### src/hw/rtl/ccp_pkg.sv
// Package for the three-point circumcircle block: widths, constants, stage types.
// Used by every module of the block; depends on nothing.
`default_nettype none

package ccp_pkg;

    localparam int IN_W       = 12;
    localparam int COORD_BITS = 12;
    localparam int FRAC_BITS  = 8;
    localparam int OUT_W      = 24;

    // front-end arithmetic
    localparam int SQ_W   = 2 * COORD_BITS + 1;
    localparam int DIF_W  = COORD_BITS + 1;
    localparam int DP_W   = 2 * DIF_W;
    localparam int NP_W   = SQ_W + 1 + DIF_W;
    localparam int DEN_W  = DP_W + 2;
    localparam int NUM_W  = NP_W + 1;
    localparam int DENU_W = DEN_W - 1;
    localparam int NUMU_W = NUM_W - 1;

    // divider
    localparam int QCAP_LOG  = 26;
    localparam int QINT_W    = QCAP_LOG + 1;
    localparam int Q_W       = QINT_W + FRAC_BITS;
    localparam int CAP_W     = DENU_W + QCAP_LOG + 1;
    localparam int DIV_STEPS = Q_W;
    localparam logic [Q_W-1:0] CAP_M = Q_W'(1) << (QCAP_LOG + FRAC_BITS);

    // center and radius
    localparam int C_W      = Q_W + 1;
    localparam int DX_W     = C_W + 1;
    localparam int SQP_W    = 2 * OUT_W;
    localparam int SQS_W    = SQP_W + 1;
    localparam int SQ_STEPS = (SQS_W + 1) / 2;
    localparam logic [OUT_W-1:0] CTR_MAX = {1'b0, {(OUT_W-1){1'b1}}};
    localparam logic [OUT_W-1:0] CTR_MIN = {1'b1, {(OUT_W-1){1'b0}}};
    localparam logic [OUT_W-1:0] RAD_MAX = {OUT_W{1'b1}};

    // pipeline depth
    localparam int FRONT_ST = 6;
    localparam int MID_ST   = 6;
    localparam int NSTAGE   = FRONT_ST + DIV_STEPS + MID_ST + SQ_STEPS;

    typedef struct packed {
        logic [COORD_BITS-1:0] x1;
        logic [COORD_BITS-1:0] y1;
        logic [COORD_BITS-1:0] x2;
        logic [COORD_BITS-1:0] y2;
        logic [COORD_BITS-1:0] x3;
        logic [COORD_BITS-1:0] y3;
    } pts_t;

    typedef struct packed {
        logic [DENU_W-1:0] rem;
        logic [Q_W-1:0]    nq;
    } div_lane_t;

    typedef struct packed {
        logic [DENU_W-1:0]     ud;
        logic                  neg_x;
        logic                  neg_y;
        logic                  cap_x;
        logic                  cap_y;
        logic                  deg;
        logic [COORD_BITS-1:0] x1;
        logic [COORD_BITS-1:0] y1;
    } div_side_t;

    typedef struct packed {
        logic [SQS_W-1:0] rem;
        logic [SQS_W-1:0] res;
    } sqrt_lane_t;

    typedef struct packed {
        logic [OUT_W-1:0] cx;
        logic [OUT_W-1:0] cy;
        logic             deg;
        logic             sat;
        logic             big;
    } sqrt_side_t;

endpackage

`default_nettype wire

### src/hw/rtl/ccp_sqrt_cell.sv
// One square-root cell: one result bit of the digit-by-digit integer root.
// Depends on ccp_pkg.
`default_nettype none

module ccp_sqrt_cell import ccp_pkg::*; (
    input  logic             clk,
    input  logic             adv,
    input  logic [SQS_W-1:0] step_bit,
    input  sqrt_lane_t       lane_i,
    input  sqrt_side_t       side_i,
    output sqrt_lane_t       lane_o,
    output sqrt_side_t       side_o
);

    sqrt_lane_t     lane_reg, lane_next;
    sqrt_side_t     side_reg;
    logic [SQS_W:0] trial;

    always_comb
    begin
        trial = {1'b0, lane_i.res} + {1'b0, step_bit};
        if ({1'b0, lane_i.rem} >= trial)
        begin
            lane_next.rem = lane_i.rem - trial[SQS_W-1:0];
            lane_next.res = (lane_i.res >> 1) + step_bit;
        end
        else
        begin
            lane_next.rem = lane_i.rem;
            lane_next.res = lane_i.res >> 1;
        end
    end

    always_ff @(posedge clk)
    begin
        if (adv)
        begin
            lane_reg <= lane_next;
            side_reg <= side_i;
        end
    end

    assign lane_o = lane_reg;
    assign side_o = side_reg;

endmodule

`default_nettype wire

### config.mk
export PLATFORM = sky130hd
export DESIGN_NAME = ccp_sqrt_cell
export DESIGN_NICKNAME = d
export VERILOG_FILES = /design/src/hw/rtl/ccp_pkg.sv /design/src/hw/rtl/ccp_sqrt_cell.sv
export SDC_FILE = /design/constraint.sdc
export NUM_CORES = 1
export LEC_CHECK = 0
export BUFFER_PORTS_ARGS = -buffer_cell sky130_fd_sc_hd__buf_2
export CAP_MARGIN = 20
export CORE_MARGIN = 4
export CORE_UTILIZATION = 50
export CTS_CLUSTER_DIAMETER = 100
export DETAILED_ROUTE_END_ITERATION = 10
export HOLD_SLACK_MARGIN = 0.15
export PLACE_DENSITY = 0.87
export SLEW_MARGIN = 20
export SYNTH_ARGS = -nofsm -noshare
export SYNTH_HDL_FRONTEND = slang
export SYNTH_SLANG_ARGS = --single-unit
### constraint.sdc
create_clock -name clk -period 13.4 [get_ports clk]
set_input_delay 2.01 -clock clk [delete_from_list [all_inputs] [get_ports clk]]
set_output_delay 2.01 -clock clk [all_outputs]
set_load 0.03 [all_outputs]
# Word-level counts from Yosys, hierarchy flattened

Index checks and enable logic that the tools add are counted.

Add/sub/neg operators: 3
Multiply operators: 0
Divide/modulo/power cells: 0
$lt $le $gt $ge: 1
Equal/unequal tests: 0
Shifts and indexed selects: 0
Multiplexer cells: 1
Bitwise gates (word level): 0
Reductions and logical operators: 0

Operators by type and width:

| kind                           | count |
|---|---|
| two-way mux 98 bit             | 1 |
| adder 49 x 49 -> 50 bit        | 1 |
| >= comparator 49 x 50 -> 1 bit | 1 |
| adder 48 x 49 -> 49 bit        | 1 |
| subtractor 49 bit              | 1 |

Bits in registers: 149
Latch bits: 0
Bits in writable memories: 0
Bits in read-only memories: 0
Input bits: 200
Output and inout bits: 149
Word-level logic and storage cells: 13
Memories kept: 0

# Depth between registers and ports, before layout

Word-level depth: 3
Gate-level depth with buffers: 26
Mapped depth without buffers: 23

# Least setup slack after synthesis

No wires, ideal clock.

Path type: input -> register
Start: input step_bit[0]
End: register lane_reg (netlist bit lane_o[84]) (data pin)
Setup time: 0.260 ns
Data arrival time: 6.967 ns
Required time: 13.140 ns
Path slack: 6.173 ns
Stages on the path: 26
Path buffers: 4
Path through: ha_1 -> fa_1 -> a21oi_1 -> o21ai_0 -> a2111oi_0 -> o211ai_1 -> a31o_2 -> a21oi_1 -> o21ai_0 -> a21o_1 -> a21oi_1 -> xor2_1 -> ha_1 -> clkbuf_1 -> a21o_1 -> a211oi_1 -> o221ai_1 -> nand3_1 -> nand2_1 -> a31oi_1 -> o41ai_1 -> o211a_1 -> buf_2 -> buf_6 -> buf_6 -> mux2_4

RTL lines:

| item                 | line                | RTL |
|---|---|---|
| from (decl)          | ccp_sqrt_cell.sv:8  | `input logic [SQS_W-1:0] step_bit,` |
| to (signal assigned) | ccp_sqrt_cell.sv:38 | `lane_reg <= lane_next;` |
| to (decl)            | ccp_sqrt_cell.sv:15 | `sqrt_lane_t lane_reg, lane_next;` |

==> impl_metrics.tcl <==
set metrics [dict create \
    synth_area_leaders "edfxtp_1 33%, ha_1 13%, mux2_2 6.5%, a21oi_1 6.2%, xnor2_1 5.0%" \
    worst_pin_slew_ps 1210 \
    clk_path_buf_depth 2 \
    fmax_mhz 108 \
    start_kind "primary input" \
    chipHeight_microns 173 \
    grt_pass1_vias 12300 \
    yosys.area.top_type_share_pct 32.9 \
    core_sq_um 26900 \
    ant_nets 0 \
    finalSetupViolCount 0 \
    crit_fanout 58 \
    powerDensity_nw_per_um2 135 \
    grt_max_degree 77 \
    path_clk_slew_ps 80 \
    p_clk_share_pct 23.0 \
    end_kind "flip-flop" \
    grt_usage_pct 25.7 \
    ios 349 \
    power.internal_mw 1.28 \
    synth_cells 1409 \
    seq_power_share_pct 28.4 \
    dp_hpwl_microns 32100 \
    final-hold-violation-count 0 \
    setup.worst_path.class "primary input to flip-flop" \
    rsz0062_at_grt "false" \
    netlist_area_sq_um 13600 \
    area_growth_pct 19.7 \
    cp.required_ps 13580 \
    grt_overflow_total 0 \
    postCtsHoldBufs 0 \
    combPwrFrac_pct 48.6 \
    ys_warn_count 0 \
    synth_area_leader_cell "edfxtp_1" \
    synthArstFlopShare_pct 0 \
    wl_per_cell_microns 19.2 \
    switchingPower_mw 0.921 \
    swShare_pct 41.9 \
    num_vias 12700 \
    post-cts-setup-buffers 0 \
    setup_tns_ps 0 \
    port_buffers 348 \
    syn_area_per_cell_sq_um 9.64 \
    post-route-drc-count 0 \
    clock_sinks 149 \
    drt_first_pass_iters 6 \
    ys_types 64 \
    routed_via_density 6.03 \
    drt-total-wl_microns 40500 \
    outcome "finished, final reports clean" \
    cts_tree "yes" \
    worstPathArrival_ps 9410 \
    fp.dieW_microns 173 \
    post_cts_resized 0 \
    whs_ps 1740 \
    fin_crit_sh_pct 68.9 \
    synth_edf_count 149 \
    slew_headroom_pct 17.4 \
    gp_congestion 0.966 \
    total_power_mw 2.20 \
    drive_above_1_share_pct 27.6 \
    die_area_sq_um 29900 \
    final_util_pct 60.5 \
    grt_pass1_wl_microns 63800 \
    max_cap_viol_count 0 \
    antenna_found_initial 10 \
    synthFlopType "edfxtp_1" \
    htreeDepth 4 \
    worst_slack_ps 4170 \
    cts_buffers 17 \
    drv_slew 0 \
    clockRootBuffer "clkbuf_16" \
    ir_drop_uv 81.9 \
    ys_ff_latch 149 \
    hold_class "primary input to flip-flop" \
    first_iter_violations 1078 \
    synth_most_common_cell "a21oi_1" \
    nets 2095 \
    ys_top_cells_by_count "167 x a21oi_1, 149 x edfxtp_1, 146 x ha_1" \
    start_util_pct 50.5 \
    dp_worst_setup_slack_ps 4090 \
    finalWorstPathRequiredPeriod_ps 9230 \
    num_rows 60 \
    leakagePower_nw 7.20 \
    syn_nets 1758 \
    ys_seq_area_share_pct 32.9 \
]
-- critical path, stage by stage --
cell and delay [ps]:
buf_2 120, ha_1 240, fa_1 410, a21oi_1 220, o21ai_0 160, a2111oi_0 1080, o211ai_1 390, a211o_1 390
nand2b_1 140, nand2b_1 100, a221oi_1 320, xor2_1 120, ha_1 450, nand2_1 70, o21ai_0 260, a21o_1 170
a21oi_1 60, o21ai_0 230, a31oi_1 130, o41ai_1 410, o211a_4 620, buf_4 750, mux2_2 420
-- power groups by stage --
stage	logic (mW)	clock network [mW]	registers, mW
floorplan	0.640	0	0.769
global placement	1.04	0	0.633
detailed placement	1.05	0	0.633
global route	1.16	0.534	0.628
CTS	1.06	0.512	0.623
finish	1.07	0.506	0.624
-- final cells by class --
cell class	instances	area [sq um]
diodes	6	15.0
clock buffers	17	425
clock inverters	15	183
fillers	2311	10600
inverters	55	206
multi-input cells	1172	8750
flip-flops and latches	149	4470
well taps	341	427
repair buffers	351	1770
-- sequential cells by signal, summed over array words and instances, names as in the netlist --
signal  count
lane_o     98
side_o     51
-- cells by family after synthesis --
group / synth area share (%)
compound gates: 22.3
simple gates: 11.5
fa+ha+maj: 13.9
flops: 32.9
xor+xnor: 8.19
mux: 8.49
buf+inv: 2.67
-- cells in the final DEF (no fill, tap or decap), drive strengths merged, types with 62 or more instances in the layout --
| master | n |
|---|---|
| nand2 | 95 |
| nor2 | 74 |
| a21o | 62 |
| o21ai | 83 |
| edfxtp | 149 |
| ha | 146 |
| xnor2 | 77 |
| mux2 | 89 |
| inv | 62 |
| buf | 351 |
| a21oi | 167 |
-- routing by layer --
layer  track usage, %  routed length (microns)  vias up  part of all wire [%]
met3             4.35                     2570      109                   6.3
li1                 -                        -     6069                     -
met2             42.5                    18600      551                    46
met1             33.7                    17700     5972                    44
met5                0                       31        -                 0.077
met4             10.6                     1590        8                   3.9
-- worst paths after layout --
check	start	endpoint	slack, ps	depth (start not counted)
worst min-delay path	side_i[23]	side_o[23]$_DFFE_PP_	1740	1
worst max-delay path	step_bit[0]	lane_o[29]$_DFFE_PP_	4170	23
-- metrics by stage --
step | area [sq um] | instances
global route | 16300 | 2106
floorplan | 13600 | 1409
detailed placement | 15600 | 2068
global placement | 15600 | 2068
CTS | 16200 | 2100
finish | 16300 | 2106
Power figures use the tool's default switching activity.
