===== src/hw/rtl/ccp_pkg.sv =====
// Package for the three-point circumcircle block: widths, constants, stage types.
// Used by every module of the block; depends on nothing.
`default_nettype none

package ccp_pkg;

    localparam int IN_W       = 12;
    localparam int COORD_BITS = 12;
    localparam int FRAC_BITS  = 8;
    localparam int OUT_W      = 24;

    // front-end arithmetic
    localparam int SQ_W   = 2 * COORD_BITS + 1;
    localparam int DIF_W  = COORD_BITS + 1;
    localparam int DP_W   = 2 * DIF_W;
    localparam int NP_W   = SQ_W + 1 + DIF_W;
    localparam int DEN_W  = DP_W + 2;
    localparam int NUM_W  = NP_W + 1;
    localparam int DENU_W = DEN_W - 1;
    localparam int NUMU_W = NUM_W - 1;

    // divider
    localparam int QCAP_LOG  = 26;
    localparam int QINT_W    = QCAP_LOG + 1;
    localparam int Q_W       = QINT_W + FRAC_BITS;
    localparam int CAP_W     = DENU_W + QCAP_LOG + 1;
    localparam int DIV_STEPS = Q_W;
    localparam logic [Q_W-1:0] CAP_M = Q_W'(1) << (QCAP_LOG + FRAC_BITS);

    // center and radius
    localparam int C_W      = Q_W + 1;
    localparam int DX_W     = C_W + 1;
    localparam int SQP_W    = 2 * OUT_W;
    localparam int SQS_W    = SQP_W + 1;
    localparam int SQ_STEPS = (SQS_W + 1) / 2;
    localparam logic [OUT_W-1:0] CTR_MAX = {1'b0, {(OUT_W-1){1'b1}}};
    localparam logic [OUT_W-1:0] CTR_MIN = {1'b1, {(OUT_W-1){1'b0}}};
    localparam logic [OUT_W-1:0] RAD_MAX = {OUT_W{1'b1}};

    // pipeline depth
    localparam int FRONT_ST = 6;
    localparam int MID_ST   = 6;
    localparam int NSTAGE   = FRONT_ST + DIV_STEPS + MID_ST + SQ_STEPS;

    typedef struct packed {
        logic [COORD_BITS-1:0] x1;
        logic [COORD_BITS-1:0] y1;
        logic [COORD_BITS-1:0] x2;
        logic [COORD_BITS-1:0] y2;
        logic [COORD_BITS-1:0] x3;
        logic [COORD_BITS-1:0] y3;
    } pts_t;

    typedef struct packed {
        logic [DENU_W-1:0] rem;
        logic [Q_W-1:0]    nq;
    } div_lane_t;

    typedef struct packed {
        logic [DENU_W-1:0]     ud;
        logic                  neg_x;
        logic                  neg_y;
        logic                  cap_x;
        logic                  cap_y;
        logic                  deg;
        logic [COORD_BITS-1:0] x1;
        logic [COORD_BITS-1:0] y1;
    } div_side_t;

    typedef struct packed {
        logic [SQS_W-1:0] rem;
        logic [SQS_W-1:0] res;
    } sqrt_lane_t;

    typedef struct packed {
        logic [OUT_W-1:0] cx;
        logic [OUT_W-1:0] cy;
        logic             deg;
        logic             sat;
        logic             big;
    } sqrt_side_t;

endpackage

`default_nettype wire


===== src/hw/rtl/ccp_mid.sv =====
// Middle section: quotient rounding, sign, offset to the first point, clipping,
// squares and their sum. Six register stages; depends on ccp_pkg.
`default_nettype none

module ccp_mid import ccp_pkg::*; (
    input  logic       clk,
    input  logic       adv,
    input  div_side_t  side_i,
    input  div_lane_t  lx_i,
    input  div_lane_t  ly_i,
    output sqrt_lane_t lane_o,
    output sqrt_side_t side_o
);

    logic [Q_W-1:0]          mx_reg, my_reg, mx_next, my_next;
    logic                    negx_reg, negy_reg;
    logic                    deg1_reg, deg2_reg;
    logic [COORD_BITS-1:0]   x1a_reg, y1a_reg, x1b_reg, y1b_reg;
    logic signed [C_W-1:0]   cx_reg, cy_reg;
    logic signed [DX_W-1:0]  dx_reg, dy_reg;
    logic [DX_W-1:0]         adx, ady;
    logic                    okx, oky;
    sqrt_side_t              s3_reg, s3_next, s4_reg, s4_next, s5_reg, s6_reg;
    logic [OUT_W-1:0]        adx_reg, ady_reg;
    logic [SQP_W-1:0]        sqx_reg, sqy_reg;
    sqrt_lane_t              lane_reg;

    always_comb
    begin
        mx_next = side_i.cap_x ? CAP_M :
                  lx_i.nq + Q_W'({lx_i.rem, 1'b0} >= {1'b0, side_i.ud});
        my_next = side_i.cap_y ? CAP_M :
                  ly_i.nq + Q_W'({ly_i.rem, 1'b0} >= {1'b0, side_i.ud});

        // center fits the output when its top bits are all sign
        okx = (cx_reg[C_W-1:OUT_W-1] == '0) || (cx_reg[C_W-1:OUT_W-1] == '1);
        oky = (cy_reg[C_W-1:OUT_W-1] == '0) || (cy_reg[C_W-1:OUT_W-1] == '1);
        s3_next.cx  = okx ? cx_reg[OUT_W-1:0] : (cx_reg[C_W-1] ? CTR_MIN : CTR_MAX);
        s3_next.cy  = oky ? cy_reg[OUT_W-1:0] : (cy_reg[C_W-1] ? CTR_MIN : CTR_MAX);
        s3_next.deg = deg2_reg;
        s3_next.sat = !okx || !oky;
        s3_next.big = 1'b0;

        adx = dx_reg[DX_W-1] ? DX_W'(-dx_reg) : DX_W'(dx_reg);
        ady = dy_reg[DX_W-1] ? DX_W'(-dy_reg) : DX_W'(dy_reg);

        s4_next     = s3_reg;
        s4_next.big = (adx[DX_W-1:OUT_W] != '0) || (ady[DX_W-1:OUT_W] != '0);
    end

    always_ff @(posedge clk)
    begin
        if (adv)
        begin
            mx_reg   <= mx_next;
            my_reg   <= my_next;
            negx_reg <= side_i.neg_x;
            negy_reg <= side_i.neg_y;
            deg1_reg <= side_i.deg;
            x1a_reg  <= side_i.x1;
            y1a_reg  <= side_i.y1;

            cx_reg   <= negx_reg ? -C_W'(mx_reg) : C_W'(mx_reg);
            cy_reg   <= negy_reg ? -C_W'(my_reg) : C_W'(my_reg);
            deg2_reg <= deg1_reg;
            x1b_reg  <= x1a_reg;
            y1b_reg  <= y1a_reg;

            dx_reg <= DX_W'(cx_reg) - (DX_W'(x1b_reg) << FRAC_BITS);
            dy_reg <= DX_W'(cy_reg) - (DX_W'(y1b_reg) << FRAC_BITS);
            s3_reg <= s3_next;

            adx_reg <= adx[OUT_W-1:0];
            ady_reg <= ady[OUT_W-1:0];
            s4_reg  <= s4_next;

            sqx_reg <= SQP_W'(adx_reg) * SQP_W'(adx_reg);
            sqy_reg <= SQP_W'(ady_reg) * SQP_W'(ady_reg);
            s5_reg  <= s4_reg;

            lane_reg <= '{rem: SQS_W'(sqx_reg) + SQS_W'(sqy_reg), res: '0};
            s6_reg   <= s5_reg;
        end
    end

    assign lane_o = lane_reg;
    assign side_o = s6_reg;

endmodule

`default_nettype wire


===== config.mk =====
export PLATFORM = sky130hd
export DESIGN_NAME = ccp_mid
export DESIGN_NICKNAME = d
export VERILOG_FILES = /design/src/hw/rtl/ccp_pkg.sv /design/src/hw/rtl/ccp_mid.sv
export SDC_FILE = /design/constraint.sdc
export NUM_CORES = 2
export LEC_CHECK = 0
export ABC_AREA = 1
export BUFFER_PORTS_ARGS = -buffer_cell sky130_fd_sc_hd__buf_2
export CAP_MARGIN = 20
export CORE_MARGIN = 2
export CORE_UTILIZATION = 45
export CTS_BUF_LIST = sky130_fd_sc_hd__clkbuf_4
export CTS_CLUSTER_DIAMETER = 80
export DETAILED_ROUTE_END_ITERATION = 10
export MAX_ROUTING_LAYER = met4
export PLACE_DENSITY = 0.59
export SLEW_MARGIN = 20
export SYNTH_ARGS = -nofsm -noshare
export SYNTH_HDL_FRONTEND = slang
export SYNTH_SLANG_ARGS = --single-unit

===== constraint.sdc =====
create_clock -name clk -period 8.1 [get_ports clk]
set_input_delay 1.215 -clock clk [delete_from_list [all_inputs] [get_ports clk]]
set_output_delay 1.215 -clock clk [all_outputs]
set_load 0.01 [all_outputs]

# --- Word-level counts from Yosys, hierarchy flattened ---
# Cells that the tools add are included.
word_totals:
  elab_cells: 73
  input_bits: 182
  reg_bits: 664
  output_inout_bits: 149
op_classes:
  n_addsub: 9
  n_eq_ne: 2
  reduce_logical: 10
  magnitude_cmp: 2
  mul: 2
  muxes: 8
op_table:
  columns: ["op", "n"]
  rows:
  - ["$mul 24x24->48", 2]
  - ["$mux 24", 4]
  - ["$mux 37", 2]
  - ["$neg 37->37", 2]
  - ["$sub 36x21->37", 2]
  - ["$neg 35->36", 2]
  - ["$add 35x1->35", 2]
  - ["$mux 35", 2]
  - ["$ge 28x27->1", 2]
  - ["$add 48x48->49", 1]
  - ["$eq 13x13->1 const B", 2]
  - ["$logic_not 13->1", 2]
  - ["$reduce_bool 13->1", 2]
  - ["$logic_or 1x1->1", 4]
  - ["$logic_not 1->1", 2]

# --- Logic depth before layout (Yosys ltp) ---
logic_depth:
  ltp_word: 4
  ltp_mapped: 29
  depth_no_buf: 28

# --- Worst setup path after synthesis ---
# Ideal clock, no wire load.
synth_timing:
  path_kind: "flip-flop to flip-flop"
  from: "register ady_reg[21]"
  to: "register sqy_reg[47], data pin"
  t_arrival_ns: 5.995
  n_path_buf: 2
  period_less_slack_ns: 6.247
  setup_ns: 0.252
  t_required_ns: 7.848
  slack_ns: 1.853
  path_stages_with_launch: 26
  path_cell_list: "edfxtp_1 > clkbuf_1 > clkbuf_1 > nand2_1 > fa_1 > inv_1 > fa_1 > inv_1 > fa_1 > fa_1 > inv_1 > fa_1 > fa_1 > inv_1 > fa_1 > inv_1 > ha_1 > nand2_1 > nor2_1 > inv_1 > nor3_1 > nand2_1 > o21ai_1 > nand2_1 > nand3b_1 > nand2_1"
synth_via:
  elab_chain_cells: 1
synth_rtl:
  columns: ["item", "line_no", "rtl"]
  rows:
  - ["start: declaration", "ccp_mid.sv:24", "logic [OUT_W-1:0] adx_reg, ady_reg;"]
  - ["start signal: assignment", "ccp_mid.sv:74", "ady_reg <= ady[OUT_W-1:0];"]
  - ["$mul 24x24->48", "ccp_mid.sv:78", "sqy_reg <= SQP_W'(ady_reg) * SQP_W'(ady_reg);"]
  - ["end signal: assignment", "ccp_mid.sv:78", null]
  - ["end: declaration", "ccp_mid.sv:25", "logic [SQP_W-1:0] sqx_reg, sqy_reg;"]
# No other way between the ends.
# A chain may end at the register's enable or synchronous reset.

# --- Worst setup path in the final report ---
layout_timing:
  from: "register adx_reg[12]"
  to: "register sqx_reg[42], data pin"
layout_via:
  elab_chain_cells: 1
layout_rtl:
  columns: ["item", "line_no", "rtl"]
  rows:
  - ["start: declaration", "ccp_mid.sv:24", null]
  - ["start signal: assignment", "ccp_mid.sv:73", "adx_reg <= adx[OUT_W-1:0];"]
  - ["$mul 24x24->48", "ccp_mid.sv:77", "sqx_reg <= SQP_W'(adx_reg) * SQP_W'(adx_reg);"]
  - ["end signal: assignment", "ccp_mid.sv:77", null]
  - ["end: declaration", "ccp_mid.sv:25", null]
# No other way between the ends.

==> reports/qor.csv <==
stage;metric;value;unit
final_layout;finish.net_count;9336;
sta;finalHoldViolations;0;
grt;via_count_of_the_first_global_routing_pass;51500;
detailed_routing;vias_per_cell;4.89;
sta;period_minus_slack;7220;ps
detailed_routing;route.detailed.drc;0;
worst_setup_path;critical_path_peak_fanout;22;
detailed_routing;met1Wirelength;70900;um
sta;worst_slew_margin_rel;0.276;
sta;rsz_0062_raised_after_global_routing;false;
worst_setup_path;cp_data_required_time;8930;ps
detailed_routing;met2RoutedLength;81600;um
placement;placed_cells;9566;
worst_hold_path;hold-path-cell-count;1;
clocking;numCtsBuffers;176;
grt;grtUsageTotal;0.228;
sta;setup_viol_count_final;0;
sta;fin_crit_sh;0.892;
clocking;clk_transition_reported_paths;70;ps
worst_setup_path;crit_path_end_kind;register;
detailed_routing;final_antenna_net_count;0;
clocking;cts_resized;0;
synth;synthTopCellsByArea;edfxtp_1, fa_1, inv_1;
synth;netlist-cell-type-count;66;
floorplan;placement_rows;141;
sta;worst_hold_slack;299;ps
sta;worst_clock_skew;69.2;ps
job;cap_violations;0;
grt;grt_start_max_net_pins;193;
floorplan;die_x;390;um
final_layout;area.growth.synth_to_final;8.70;%
floorplan;design.portCount;331;
detailed_routing;wl_per_cell;16.6;um
worst_setup_path;critical_path_depth_in_cells;23;
detailed_routing;wl;164000;um
clocking;clock_tree.htree_level_count;4;
worst_setup_path;critPathSlowestCell;edfxtp_1;
floorplan;floorplan.die_area;152000;um^2
detailed_routing;detailed_route_wirelength_on_metal3;7670;um
detailed_routing;route.vias.total;48300;
synth;postSynth.topFlopCell;edfxtp_1;
sta;maxClockFrequency;138;MHz
clocking;tritoncts;built;
worst_setup_path;crit_path_cell_trace;nand2_1 -> inv_1 -> fa_1 -> fa_1 -> inv_1 -> fa_1 -> inv_1 -> fa_1 -> inv_1 -> fa_1 -> inv_1 -> fa_1 -> inv_1 -> fa_1 -> inv_1 -> ha_1 -> nand2_1 -> o21ai_0 -> a21oi_1 -> o211ai_1 -> nand2_1 -> nand4_1 -> nand2_1;
floorplan;initial_core_utilization;0.454;
synth;synth_top_area_cell;edfxtp_1;
clocking;postCtsSetupRepairBufs;0;
sta;slew_viol_final;0;
synth;syn_area;67200;um^2
worst_setup_path;reg2reg_setup_slack;880;ps
grt;global_route_congestion_overflow_total;0;
worst_setup_path;setup.worst_path.start_class;register;
synth;ys_ff_latch;662;
grt;global_route_wire_length_before_repair;266000;um
worst_setup_path;critical_path.max_stage_delay;1060;ps
worst_hold_path;hp-class;in -> reg;
synth;synth_top_area_frac;0.296;
detailed_routing;topmost_layer_with_routed_signal_wires;met4;
synth;synth_area_per_cell;9.05;um^2
worst_setup_path;cp_top_family;adder cells;
final_layout;share_of_layout_cells_above_drive_strength_1;0.0829;
final_layout;fill_cells;14200;
worst_setup_path;timing.reg2reg.worst_path_depth;23;
clocking;clk_root_buffer_cell;clkbuf_4;
run_status;run_status;finished clean;
clocking;ctsHoldBuffers;0;
clocking;deepest_clock_path_buffer_count;3;
synth;syn-instance-count;7422;
placement;buffer_ports.inserted;281;
synth;ys_warn_count;0;
detailed_routing;detail_route.first_pass.iterations;6;
synth;yosysSeqAreaShare;0.296;
floorplan;placeableCoreArea;148000;um^2
grt;grt_antenna_before_repair;7;
final_layout;finish.cell_count_without_fillers;9881;
worst_setup_path;cp.arrival;8050;ps
detailed_routing;detail_route.iter0.violations;2570;
placement;dp_hpwl;138000;um
synth;synth-edff-count;662;
synth;synth-async-reset-ratio;0;
sta;worst_slew_pin_slew;1090;ps
clocking;worst_skew_pair.late_latency;1110;ps
sta;setup_tns;0;ps
clocking;cts_num_sinks;662;
worst_setup_path;critical_path.n_buffers_inverters;7;
floorplan;floorplan.die.height;390;um
worst_setup_path;worst-setup-path-type;reg -> reg;
placement;routabilityCongestion;0.957;
## placed cells by master (no fill, tap or decap), drive strengths merged, types with 17 or more instances in the layout
master,count
a21boi,17
a21o,23
a21oi,257
a31oi,22
buf,348
clkbuf,227
clkinv,64
conb,49
edfxtp,662
fa,858
ha,480
inv,1937
nand2,1423
nand3,199
nand4,78
nor2,558
nor3,88
nor4,21
o21a,29
o21ai,195
o21bai,25
xnor2,93
xor2,203
## worst register-to-register path: stages (launching register included)
cell and delay [ps]:
edfxtp_1 1060, nand2_1 260, inv_1 140, fa_1 450
fa_1 490, inv_1 60, fa_1 560, inv_1 60
fa_1 510, inv_1 60, fa_1 520, inv_1 50
fa_1 470, inv_1 50, fa_1 480, inv_1 40
ha_1 330, nand2_1 110, o21ai_0 340, a21oi_1 130
o211ai_1 510, nand2_1 160, nand4_1 100, nand2_1 50
## final cells by class
type,count,area [um^2],area share
Antenna cell,10,25.0,0.000343
Multi-Input combinational cell,4699,39400,0.539
Clock buffer,227,1700,0.0233
Sequential cell,662,19900,0.272
Tap cell,1930,2410,0.0331
Timing Repair Buffer,348,1970,0.0270
Clock inverter,76,417,0.00570
Inverter,1929,7240,0.0991
## cell families after synthesis
| family | share of synthesized area |
|---|---|
| buf+inv | 0.121 |
| fa+ha+maj | 0.345 |
| other cells | 0.0000558 |
| xor+xnor | 0.0386 |
| simple gates | 0.149 |
| mux | 0.000168 |
| compound gates | 0.0507 |
| flops | 0.296 |
## Yosys cell counts (all sizes together) (29+ instances only)
| cell | n |
|---|---|
| a21oi | 257 |
| buf | 63 |
| clkbuf | 117 |
| edfxtp | 662 |
| fa | 858 |
| ha | 480 |
| inv | 1928 |
| nand2 | 1423 |
| nand3 | 199 |
| nand4 | 78 |
| nor2 | 558 |
| nor3 | 88 |
| o21a | 29 |
| o21ai | 195 |
| xnor2 | 93 |
| xor2 | 203 |
## stage by stage
step / utilization / setup WS (ps) / cell area [um^2]
floorplan: - / 1850 / 67400
global placement: 0.479 / 892 / 70900
detailed placement: 0.479 / 834 / 70900
CTS: 0.493 / 828 / 73000
global route: 0.493 / 453 / 73000
finish: 0.493 / 879 / 73000
## layer usage
layer / up-vias / global-route usage
li1: 23600 / -
met1: 23300 / 0.283
met2: 1159 / 0.388
met3: 238 / 0.0324
met4: 0 / 0.0661
met5: - / -
## path summary, 6_finish.rpt
| kind | from | endpoint |
|---|---|---|
| worst max-delay path | adx_reg[12] | sqx_reg[42] |
| worst min-delay path | side_i[24] | deg1_reg |
| worst max register to register | adx_reg[12] | sqx_reg[42] |
| worst min register to register | s3_reg[34] | s4_reg[34] |
Power is not shown: default switching activity piles up to over one toggle a cycle in this logic, so the estimate is an artifact.
