`config.mk`:
```
export PLATFORM = sky130hd
export DESIGN_NAME = ccp_div_cell
export DESIGN_NICKNAME = d
export VERILOG_FILES = /design/src/hw/rtl/ccp_pkg.sv /design/src/hw/rtl/ccp_div_cell.sv
export SDC_FILE = /design/constraint.sdc
export NUM_CORES = 1
export LEC_CHECK = 0
export BUFFER_PORTS_ARGS = -buffer_cell sky130_fd_sc_hd__buf_2
export CAP_MARGIN = 5
export CORE_MARGIN = 2
export CORE_UTILIZATION = 45
export CTS_BUF_LIST = sky130_fd_sc_hd__clkbuf_8
export CTS_CLUSTER_SIZE = 28
export DETAILED_ROUTE_END_ITERATION = 7
export PLACE_DENSITY = 0.81
export SLEW_MARGIN = 30
export SYNTH_ARGS = -nofsm -noshare
export SYNTH_HDL_FRONTEND = slang
export SYNTH_SLANG_ARGS = --single-unit
```
`constraint.sdc`:
```
create_clock -name clk -period 3.6 [get_ports clk]
set_input_delay 0.36 -clock clk [delete_from_list [all_inputs] [get_ports clk]]
set_output_delay 0.36 -clock clk [all_outputs]
set_load 0.05 [all_outputs]
```
`src/hw/rtl/ccp_pkg.sv`:
```
// Package for the three-point circumcircle block: widths, constants, stage types.
// Used by every module of the block; depends on nothing.
`default_nettype none

package ccp_pkg;

    localparam int IN_W       = 12;
    localparam int COORD_BITS = 12;
    localparam int FRAC_BITS  = 8;
    localparam int OUT_W      = 24;

    // front-end arithmetic
    localparam int SQ_W   = 2 * COORD_BITS + 1;
    localparam int DIF_W  = COORD_BITS + 1;
    localparam int DP_W   = 2 * DIF_W;
    localparam int NP_W   = SQ_W + 1 + DIF_W;
    localparam int DEN_W  = DP_W + 2;
    localparam int NUM_W  = NP_W + 1;
    localparam int DENU_W = DEN_W - 1;
    localparam int NUMU_W = NUM_W - 1;

    // divider
    localparam int QCAP_LOG  = 26;
    localparam int QINT_W    = QCAP_LOG + 1;
    localparam int Q_W       = QINT_W + FRAC_BITS;
    localparam int CAP_W     = DENU_W + QCAP_LOG + 1;
    localparam int DIV_STEPS = Q_W;
    localparam logic [Q_W-1:0] CAP_M = Q_W'(1) << (QCAP_LOG + FRAC_BITS);

    // center and radius
    localparam int C_W      = Q_W + 1;
    localparam int DX_W     = C_W + 1;
    localparam int SQP_W    = 2 * OUT_W;
    localparam int SQS_W    = SQP_W + 1;
    localparam int SQ_STEPS = (SQS_W + 1) / 2;
    localparam logic [OUT_W-1:0] CTR_MAX = {1'b0, {(OUT_W-1){1'b1}}};
    localparam logic [OUT_W-1:0] CTR_MIN = {1'b1, {(OUT_W-1){1'b0}}};
    localparam logic [OUT_W-1:0] RAD_MAX = {OUT_W{1'b1}};

    // pipeline depth
    localparam int FRONT_ST = 6;
    localparam int MID_ST   = 6;
    localparam int NSTAGE   = FRONT_ST + DIV_STEPS + MID_ST + SQ_STEPS;

    typedef struct packed {
        logic [COORD_BITS-1:0] x1;
        logic [COORD_BITS-1:0] y1;
        logic [COORD_BITS-1:0] x2;
        logic [COORD_BITS-1:0] y2;
        logic [COORD_BITS-1:0] x3;
        logic [COORD_BITS-1:0] y3;
    } pts_t;

    typedef struct packed {
        logic [DENU_W-1:0] rem;
        logic [Q_W-1:0]    nq;
    } div_lane_t;

    typedef struct packed {
        logic [DENU_W-1:0]     ud;
        logic                  neg_x;
        logic                  neg_y;
        logic                  cap_x;
        logic                  cap_y;
        logic                  deg;
        logic [COORD_BITS-1:0] x1;
        logic [COORD_BITS-1:0] y1;
    } div_side_t;

    typedef struct packed {
        logic [SQS_W-1:0] rem;
        logic [SQS_W-1:0] res;
    } sqrt_lane_t;

    typedef struct packed {
        logic [OUT_W-1:0] cx;
        logic [OUT_W-1:0] cy;
        logic             deg;
        logic             sat;
        logic             big;
    } sqrt_side_t;

endpackage

`default_nettype wire

```
`src/hw/rtl/ccp_div_cell.sv`:
```
// One restoring-division cell: one quotient bit for each of the two center lanes.
// Depends on ccp_pkg.
`default_nettype none

module ccp_div_cell import ccp_pkg::*; (
    input  logic      clk,
    input  logic      adv,
    input  div_side_t side_i,
    input  div_lane_t lx_i,
    input  div_lane_t ly_i,
    output div_side_t side_o,
    output div_lane_t lx_o,
    output div_lane_t ly_o
);

    div_side_t       side_reg;
    div_lane_t       lx_reg, lx_next, ly_reg, ly_next;
    logic [DENU_W:0] tx, ty, dvs;

    always_comb
    begin
        dvs = {1'b0, side_i.ud};
        tx  = {lx_i.rem, lx_i.nq[Q_W-1]};
        ty  = {ly_i.rem, ly_i.nq[Q_W-1]};
        // subtract the divisor where it fits, shift the quotient bit in
        if (tx >= dvs)
        begin
            lx_next.rem = DENU_W'(tx - dvs);
            lx_next.nq  = {lx_i.nq[Q_W-2:0], 1'b1};
        end
        else
        begin
            lx_next.rem = tx[DENU_W-1:0];
            lx_next.nq  = {lx_i.nq[Q_W-2:0], 1'b0};
        end
        if (ty >= dvs)
        begin
            ly_next.rem = DENU_W'(ty - dvs);
            ly_next.nq  = {ly_i.nq[Q_W-2:0], 1'b1};
        end
        else
        begin
            ly_next.rem = ty[DENU_W-1:0];
            ly_next.nq  = {ly_i.nq[Q_W-2:0], 1'b0};
        end
    end

    always_ff @(posedge clk)
    begin
        if (adv)
        begin
            side_reg <= side_i;
            lx_reg   <= lx_next;
            ly_reg   <= ly_next;
        end
    end

    assign side_o = side_reg;
    assign lx_o   = lx_reg;
    assign ly_o   = ly_reg;

endmodule

`default_nettype wire

```
# Word level (Yosys, flattened, before mapping)
# Index checks and enable logic that the tools add are counted.
# word_totals
output_inout_bits	180
in_bits	182
wordCells	18
regBits	180
# classes
add_sub_neg	2
muxes	2
magnitude_cmp	2
# ops
operator	n
$mux 62	2
$ge 28x27->1	2
$sub 27x27->27	2

# Longest topological paths before layout
# Gate-level depths: netlist of the first run.
# logic_depth
depth_word	2
ltp_mapped	13

# Worst setup path after synthesis of the first run
# No wires, ideal clock.
# synth_timing
kind	in2reg
from	input lx_i[34] in the netlist's numbering
to	register lx_reg, in the netlist lx_o[56] (data pin)
stages	11
arrival_time_ns	2.786
setup_ns	0.260
path_slack_ns	0.554
t_required_ns	3.340
path_cell_list	inv_1 -> ha_1 -> fa_1 -> nor2b_1 -> o211ai_1 -> a31oi_1 -> a21o_1 -> a21oi_1 -> o31ai_4 -> buf_2 -> mux2_2
# synth_lines
item	line_no	rtl
start, declared	ccp_div_cell.sv:9	input div_lane_t lx_i,
end signal, assigned	ccp_div_cell.sv:53	lx_reg <= lx_next;
end, declared	ccp_div_cell.sv:17	div_lane_t lx_reg, lx_next, ly_reg, ly_next;

==> qor.yml, run 1 <==
power:
  power.combinational.fraction: 0.326
  proportion_of_power_drawn_by_the_clock_network: 0.233
  netSwitchingFraction: 0.383
  p_leak_nw: 5.23
  vdd_drop_max_mv: 0.234
  power.share.sequential: 0.441
  intPower_mw: 3.68
  switching_power_mw: 2.28
  power_density_nw_per_um2: 513
critical_path:
  element_type_at_the_critical_path_start: "primary input"
  worst-path-max-fanout: 6
  endpoint_arrival_time_on_the_critical_path_ns: 3.11
  worst-setup-path-type: "primary input to flip-flop"
  setup.worst_path.end_class: "flip-flop"
  crit_required_ns: 3.83
synth:
  yosysSeqAreaShare: 0.597
  syn_inst: 683
  syn_nets: 921
  synth-edff-count: 180
  syn_avg_cell_area_um2: 13.3
  syn-cell-area_um2: 9050
  netlist-cell-type-count: 61
  yosys_warnings: 0
  ys_dominant_reg_cell: "sky130_fd_sc_hd__edfxtp_1"
  yosys_reg_bits: 180
  synth_async_sr_flop_share: 0
grt:
  grt_start_max_net_pins: 73
  grt.total_usage: 0.236
  via_count_of_the_first_global_routing_pass: 6909
  grt_antenna_before_repair: 4
  grt_pass1_wl_mm: 38.9
  grt-ovfl-total: 0
routing:
  vias_per_cell: 5.23
  detailedRoute.firstIterationViolations: 509
  drtAntennaViolNets: 0
  drt_drc_violations_left: 0
  first_pass_iters: 5
  dr_total_vias: 6995
  post_drt_wl_per_cell_um: 19.1
  detail_route.wirelength_mm: 25.6
sta:
  worst_tran_pin_value_ns: 0.718
  rsz0062_at_grt: "false"
  fin_crit_ns: 2.89
  setup_total_negative_slack_ns: 0
  final_hold_fails: 0
  setup_violations: 0
  timing_max_transition_violations_final: 0
  max_freq_mhz: 346
  setup_slack_ns: 0.713
  layout_worst_path_cycle_share: 0.802
  worst_slew_margin_rel: 0.522
clocking:
  post_cts_resize_count: 0
  cts_hold_repair.buffers: 0
  ctsHtreeMaxLevel: 4
  cts_buffer_depth: 2
  clock-sinks: 180
  clock_pin_slew_of_the_registers_on_the_worst_case_setup_and_hold_paths_ns: 0.11
  cts-buffers-inserted: 17
  tritoncts: "built"
  post-cts-setup-buffers: 0
  root_buffer: "sky130_fd_sc_hd__clkbuf_8"
placement:
  dp_hpwl_mm: 20.0
  globalplace.congestion: 0.900
  detailedPlace.worstSlack_ns: 0.217
  port_buffers: 361
outcome:
  run_status: "finished clean"
min_path:
  hold_path_class: "primary input to flip-flop"
flow_run:
  reported_max_cap_violation_count: 0
floorplan:
  die-width_um: 146
  initial_utilization: 0.462
  die_y_um: 146
  design.die.area_um2: 21300
  floorplan.core_area_um2: 19600
  placement_rows: 51
  ioPinCount: 362
layout:
  layout-area-overhead-vs-synth_pct: 28.3
  drive_above_1_share: 0.424
  layout_common_cells: "sky130_fd_sc_hd__buf_2, sky130_fd_sc_hd__edfxtp_1, sky130_fd_sc_hd__a21oi_1, sky130_fd_sc_hd__ha_1, sky130_fd_sc_hd__inv_1"
  final_net_count: 1297
  layout_commonest_cell: "sky130_fd_sc_hd__buf_2"
==> per-stage QoR <==
| step | utilization | cells | hold slack, ns | power (mW) | instance area (um2) |
|---|---|---|---|---|---|
| after floorplan | - | 683 | 0.459 | 4.07 | 9050 |
| after global placement | 0.572 | 1305 | 0.537 | 4.57 | 11200 |
| after detailed placement | 0.572 | 1305 | 0.538 | 4.60 | 11200 |
| after CTS | 0.592 | 1337 | 0.0315 | 5.98 | 11600 |
| after global routing | 0.593 | 1338 | 0.0122 | 6.19 | 11600 |
| final | 0.593 | 1338 | 0.0560 | 5.96 | 11600 |
==> cells by family (layout without fill, tap and decap cells) <==
group	count (synthesis)	in the layout	share of synthesized area
AND/OR/NAND/NOR	130	130	0.0675
other	0	1	0
adder cells (fa/ha/maj)	56	56	0.0791
AO/OA/AOI/OAI	170	170	0.124
XOR/XNOR	48	48	0.0465
buffers and inverters	63	452	0.0344
flip-flops	180	180	0.597
multiplexers	36	36	0.0516
==> state kept, by name, indices dropped and copies added, names as in the netlist <==
register / cells
ly_o: 62
side_o: 56
lx_o: 62
==> per-layer routing <==
metal  part of all wire  vias up  routed length (um)  GRT usage
li1                   -     3337                   -          -
met3              0.071       28                1820     0.0580
met4              0.011        4                 282     0.0475
met1               0.40     3339               10300      0.290
met2               0.52      287               13200      0.425
met5            0.00086        -                  22          0
==> critical path: stages <==
cell	delay, ns
sky130_fd_sc_hd__buf_2	0.09
sky130_fd_sc_hd__inv_1	0.06
sky130_fd_sc_hd__ha_1	0.41
sky130_fd_sc_hd__or4_1	0.55
sky130_fd_sc_hd__o21ai_0	0.09
sky130_fd_sc_hd__a31oi_1	0.09
sky130_fd_sc_hd__a21o_1	0.23
sky130_fd_sc_hd__buf_4	0.15
sky130_fd_sc_hd__a21boi_0	0.42
sky130_fd_sc_hd__o221ai_1	0.22
sky130_fd_sc_hd__xor2_1	0.18
sky130_fd_sc_hd__mux2_2	0.27
==> Yosys cell counts, types with 6 or more instances <==
| cell type | number | area share |
|---|---|---|
| sky130_fd_sc_hd__mux2_4 | 17 | 0.028 |
| sky130_fd_sc_hd__nand3_1 | 21 | 0.012 |
| sky130_fd_sc_hd__nand2_1 | 32 | 0.013 |
| sky130_fd_sc_hd__o21ai_0 | 26 | 0.014 |
| sky130_fd_sc_hd__inv_1 | 44 | 0.018 |
| sky130_fd_sc_hd__xnor2_1 | 29 | 0.028 |
| sky130_fd_sc_hd__a21o_1 | 21 | 0.017 |
| sky130_fd_sc_hd__edfxtp_1 | 180 | 0.60 |
| sky130_fd_sc_hd__clkbuf_1 | 8 | 0.0033 |
| sky130_fd_sc_hd__a211oi_1 | 6 | 0.0050 |
| sky130_fd_sc_hd__o21a_1 | 7 | 0.0058 |
| sky130_fd_sc_hd__ha_1 | 54 | 0.075 |
| sky130_fd_sc_hd__mux2_2 | 17 | 0.021 |
| sky130_fd_sc_hd__nor2_1 | 43 | 0.018 |
| sky130_fd_sc_hd__a21oi_1 | 65 | 0.036 |
| sky130_fd_sc_hd__xor2_1 | 19 | 0.018 |
| sky130_fd_sc_hd__nand4_1 | 9 | 0.0062 |
==> cell type report <==
type	count	area [um2]
fill	1586	7980
sequential	180	5410
multi-input combinational	440	3330
timing repair buffer	376	1980
tap	265	332
clock buffer	17	234
inverter	44	165
clock inverter	15	159
antenna	1	2.50
==> power by group through the flow <==
stage	Clock [mW]	Sequential (mW)	Combinational, mW
final	1.39	2.63	1.94
after global routing	1.50	2.65	2.05
after CTS	1.41	2.63	1.94
after detailed placement	0	2.67	1.93
after global placement	0	2.67	1.90
after floorplan	0	3.44	0.627
==> path summary, 6_finish.rpt <==
path / startpoint / endpoint / slack (ns) / cells after the start
setup / recovery: side_i[34] / lx_o[55]$_DFFE_PP_ / 0.71 / 12
hold / removal: lx_i[17] / lx_o[18]$_DFFE_PP_ / 0.06 / 1
No activity file was read; power rests on OpenSTA's default activity.
==> run 2, diff against run 1 <==
Clock period 3.6 ns to 3 ns, I/O delays scaled along.
==> run 2 against run 1 <==
- clock power is 19% higher
- utilization is 7.8 points higher
- final area is 13% higher
- combinational power is 32% higher
- cell count is 12% higher
- first-iteration DRC count is 1.2% higher
- via count is 11% higher
- hold slack worse by 0.031 ns
- critical path type unchanged
==> qor.yml, run 2 (synthesis results as in run 1) <==
critical_path:
  timing.critical_path.max_delay_family: "compound AO/OA/AOI/OAI gates"
  worst-path-max-fanout: 8  # +2
  endpoint_arrival_time_on_the_critical_path_ns: 3.02  # -0.09 ns
  cp_cell_sequence: "buf_2 > inv_1 > ha_1 > a21o_1 > a21o_1 > a2111oi_0 > o211a_1 > o31a_1 > o41ai_1 > a41o_2 > clkbuf_16 > mux2_4"
  slowest_stage: "sky130_fd_sc_hd__a2111oi_0"
  setup.worst_path.end_class: "flip-flop"
  worstPathBufferInverterCount: 3  # unchanged
  crit_required_ns: 3.22  # -0.61 ns
  worst-setup-path-type: "primary input to flip-flop"
  critical_path.most_common_cell: "sky130_fd_sc_hd__a21o_1"
  element_type_at_the_critical_path_start: "primary input"
  cpPeakStageDelay_ns: 0.50  # -0.05 ns
sta:
  final.hold.worst_slack_ns: 0.0254  # -0.0306 ns
  final_hold_fails: 0  # unchanged
  worst_slew_margin_rel: 0.531  # +0.00927
  rsz0062_at_grt: "false"
  fin_crit_ns: 2.80
  layout_worst_path_cycle_share: 0.933
  setup_violations: 0  # unchanged
  max_freq_mhz: 357
  timing_max_transition_violations_final: 0  # unchanged
  worst_tran_pin_value_ns: 0.704  # -0.0139 ns
floorplan:
  design.die.area_um2: 21300  # unchanged
  floorplan.core_area_um2: 19600  # unchanged
  die-width_um: 146  # unchanged
  die_y_um: 146  # unchanged
  ioPinCount: 362  # unchanged
  initial_utilization: 0.462  # unchanged
  placement_rows: 51  # unchanged
min_path:
  holdPathStages: 1  # unchanged
  hold_path_startpoint: "side_i[46]"
  hold_worst_path_end: "side_o[46]$_DFFE_PP_"
  hold_path_class: "primary input to flip-flop"
clocking:
  cts-buffers-inserted: 17  # unchanged
  tritoncts: "built"
  cts_buffer_depth: 2  # unchanged
  ctsHtreeMaxLevel: 4  # unchanged
  clock_pin_slew_of_the_registers_on_the_worst_case_setup_and_hold_paths_ns: 0.10  # about the same
  clock-sinks: 180  # unchanged
  post-cts-setup-buffers: 0  # unchanged
  root_buffer: "sky130_fd_sc_hd__clkbuf_8"
routing:
  detailedRoute.firstIterationViolations: 515  # +1.2%
  detail_route.wirelength_mm: 28.6  # +12%
  vias_per_cell: 5.18  # -0.99%
  first_pass_iters: 5  # unchanged
  drt_drc_violations_left: 0  # unchanged
  dr_total_vias: 7764  # +11%
  post_drt_wl_per_cell_um: 19.1  # -0.39%
  drtAntennaViolNets: 0  # unchanged
grt:
  grt_start_max_net_pins: 71  # -2.7%
  grt-ovfl-total: 0  # unchanged
  grt_antenna_before_repair: 3  # -1
  via_count_of_the_first_global_routing_pass: 7699  # +11%
  global_routing_met2_resource_utilization: 0.445  # +0.0198
  groute.layer.met1.usage: 0.301  # +0.0115
  met3_use_gr: 0.0712  # +0.0132
  grt_pass1_wl_mm: 42.0  # +8.0%
  grt.total_usage: 0.254  # +0.0178
  grt_busiest_layer: "met2"
placement:
  port_buffers: 361  # unchanged
  dp_hpwl_mm: 21.0  # +5.3%
  globalplace.congestion: 0.925  # +2.8%
layout:
  layout_commonest_cell: "sky130_fd_sc_hd__buf_2"
  final_core_utilization: 0.670  # +0.0777
  layout-area-overhead-vs-synth_pct: 45.1
  drive_above_1_share: 0.423  # -0.000961
  layout_common_cells: "sky130_fd_sc_hd__buf_2, sky130_fd_sc_hd__edfxtp_1, sky130_fd_sc_hd__dlygate4sd3_1, sky130_fd_sc_hd__buf_4, sky130_fd_sc_hd__a21oi_1"
  final_net_count: 1458  # +12%
outcome:
  run_status: "finished clean"
flow_run:
  reported_max_cap_violation_count: 0  # unchanged
power:
  power_density_nw_per_um2: 562  # +9.5%
  vdd_drop_max_mv: 0.290  # +24%
  power.total_mw: 7.38  # +24%
  p_leak_nw: 5.97  # +14%
==> run 2: stage by stage <==
stage	instances	setup slack [ns]	instance area, um2	setup TNS, ns
after detailed placement	1368	-0.184	11700	-5.20
after global routing	1500	0.127	13100	0
after CTS	1482	0.0302	12900	0
after floorplan	683	0.0143	9050	0
final	1500	0.201	13100	0
after global placement	1368	-0.160	11700	-4.28
==> run 2: area by class of cell <==
class	instances	area, um2
fill	1420	6460
sequential	180	5410
timing repair buffer	537	3480
multi-input combinational	440	3350
tap	265	332
clock buffer	17	234
inverter	44	165
clock inverter	15	158
antenna	2	5.00
==> run 2: repair_timing <==
item | 4_1_cts | 5_1_grt
endpoints found under the setup margin | 0 | 27
resized for setup | 0 | 4
hold buffers | 82 | 15
hold endpoints to repair | 82 | 15
==> run 2: power breakdown <==
part | switching [mW] | total [mW] | internal (mW)
registers | 0.0792 | 3.16 | 3.09
clock network | 1.01 | 1.65 | 0.631
logic | 1.69 | 2.57 | 0.884
total | 2.78 | 7.38 | 4.60
==> run 2: how the worst max path moves through the flow <==
stage	slack, ns	depth (start not counted)	end	start
2_1_floorplan	0.01	11	lx_o[56]$_DFFE_PP_	lx_i[34]
3_3_place_gp	-0.16	12	ly_o[59]$_DFFE_PP_	side_i[46]
3_5_place_dp	-0.18	12	ly_o[56]$_DFFE_PP_	side_i[46]
4_1_cts	0.03	12	ly_o[42]$_DFFE_PP_	side_i[41]
5_1_grt	0.13	12	ly_o[56]$_DFFE_PP_	side_i[46]
6_report	0.20	12	ly_o[56]$_DFFE_PP_	side_i[46]
==> run 2: layer usage <==
metal,routed length (um),part of all wire
met5,8,0.00028
met4,928,0.032
met3,2220,0.078
met2,14400,0.50
met1,11100,0.39
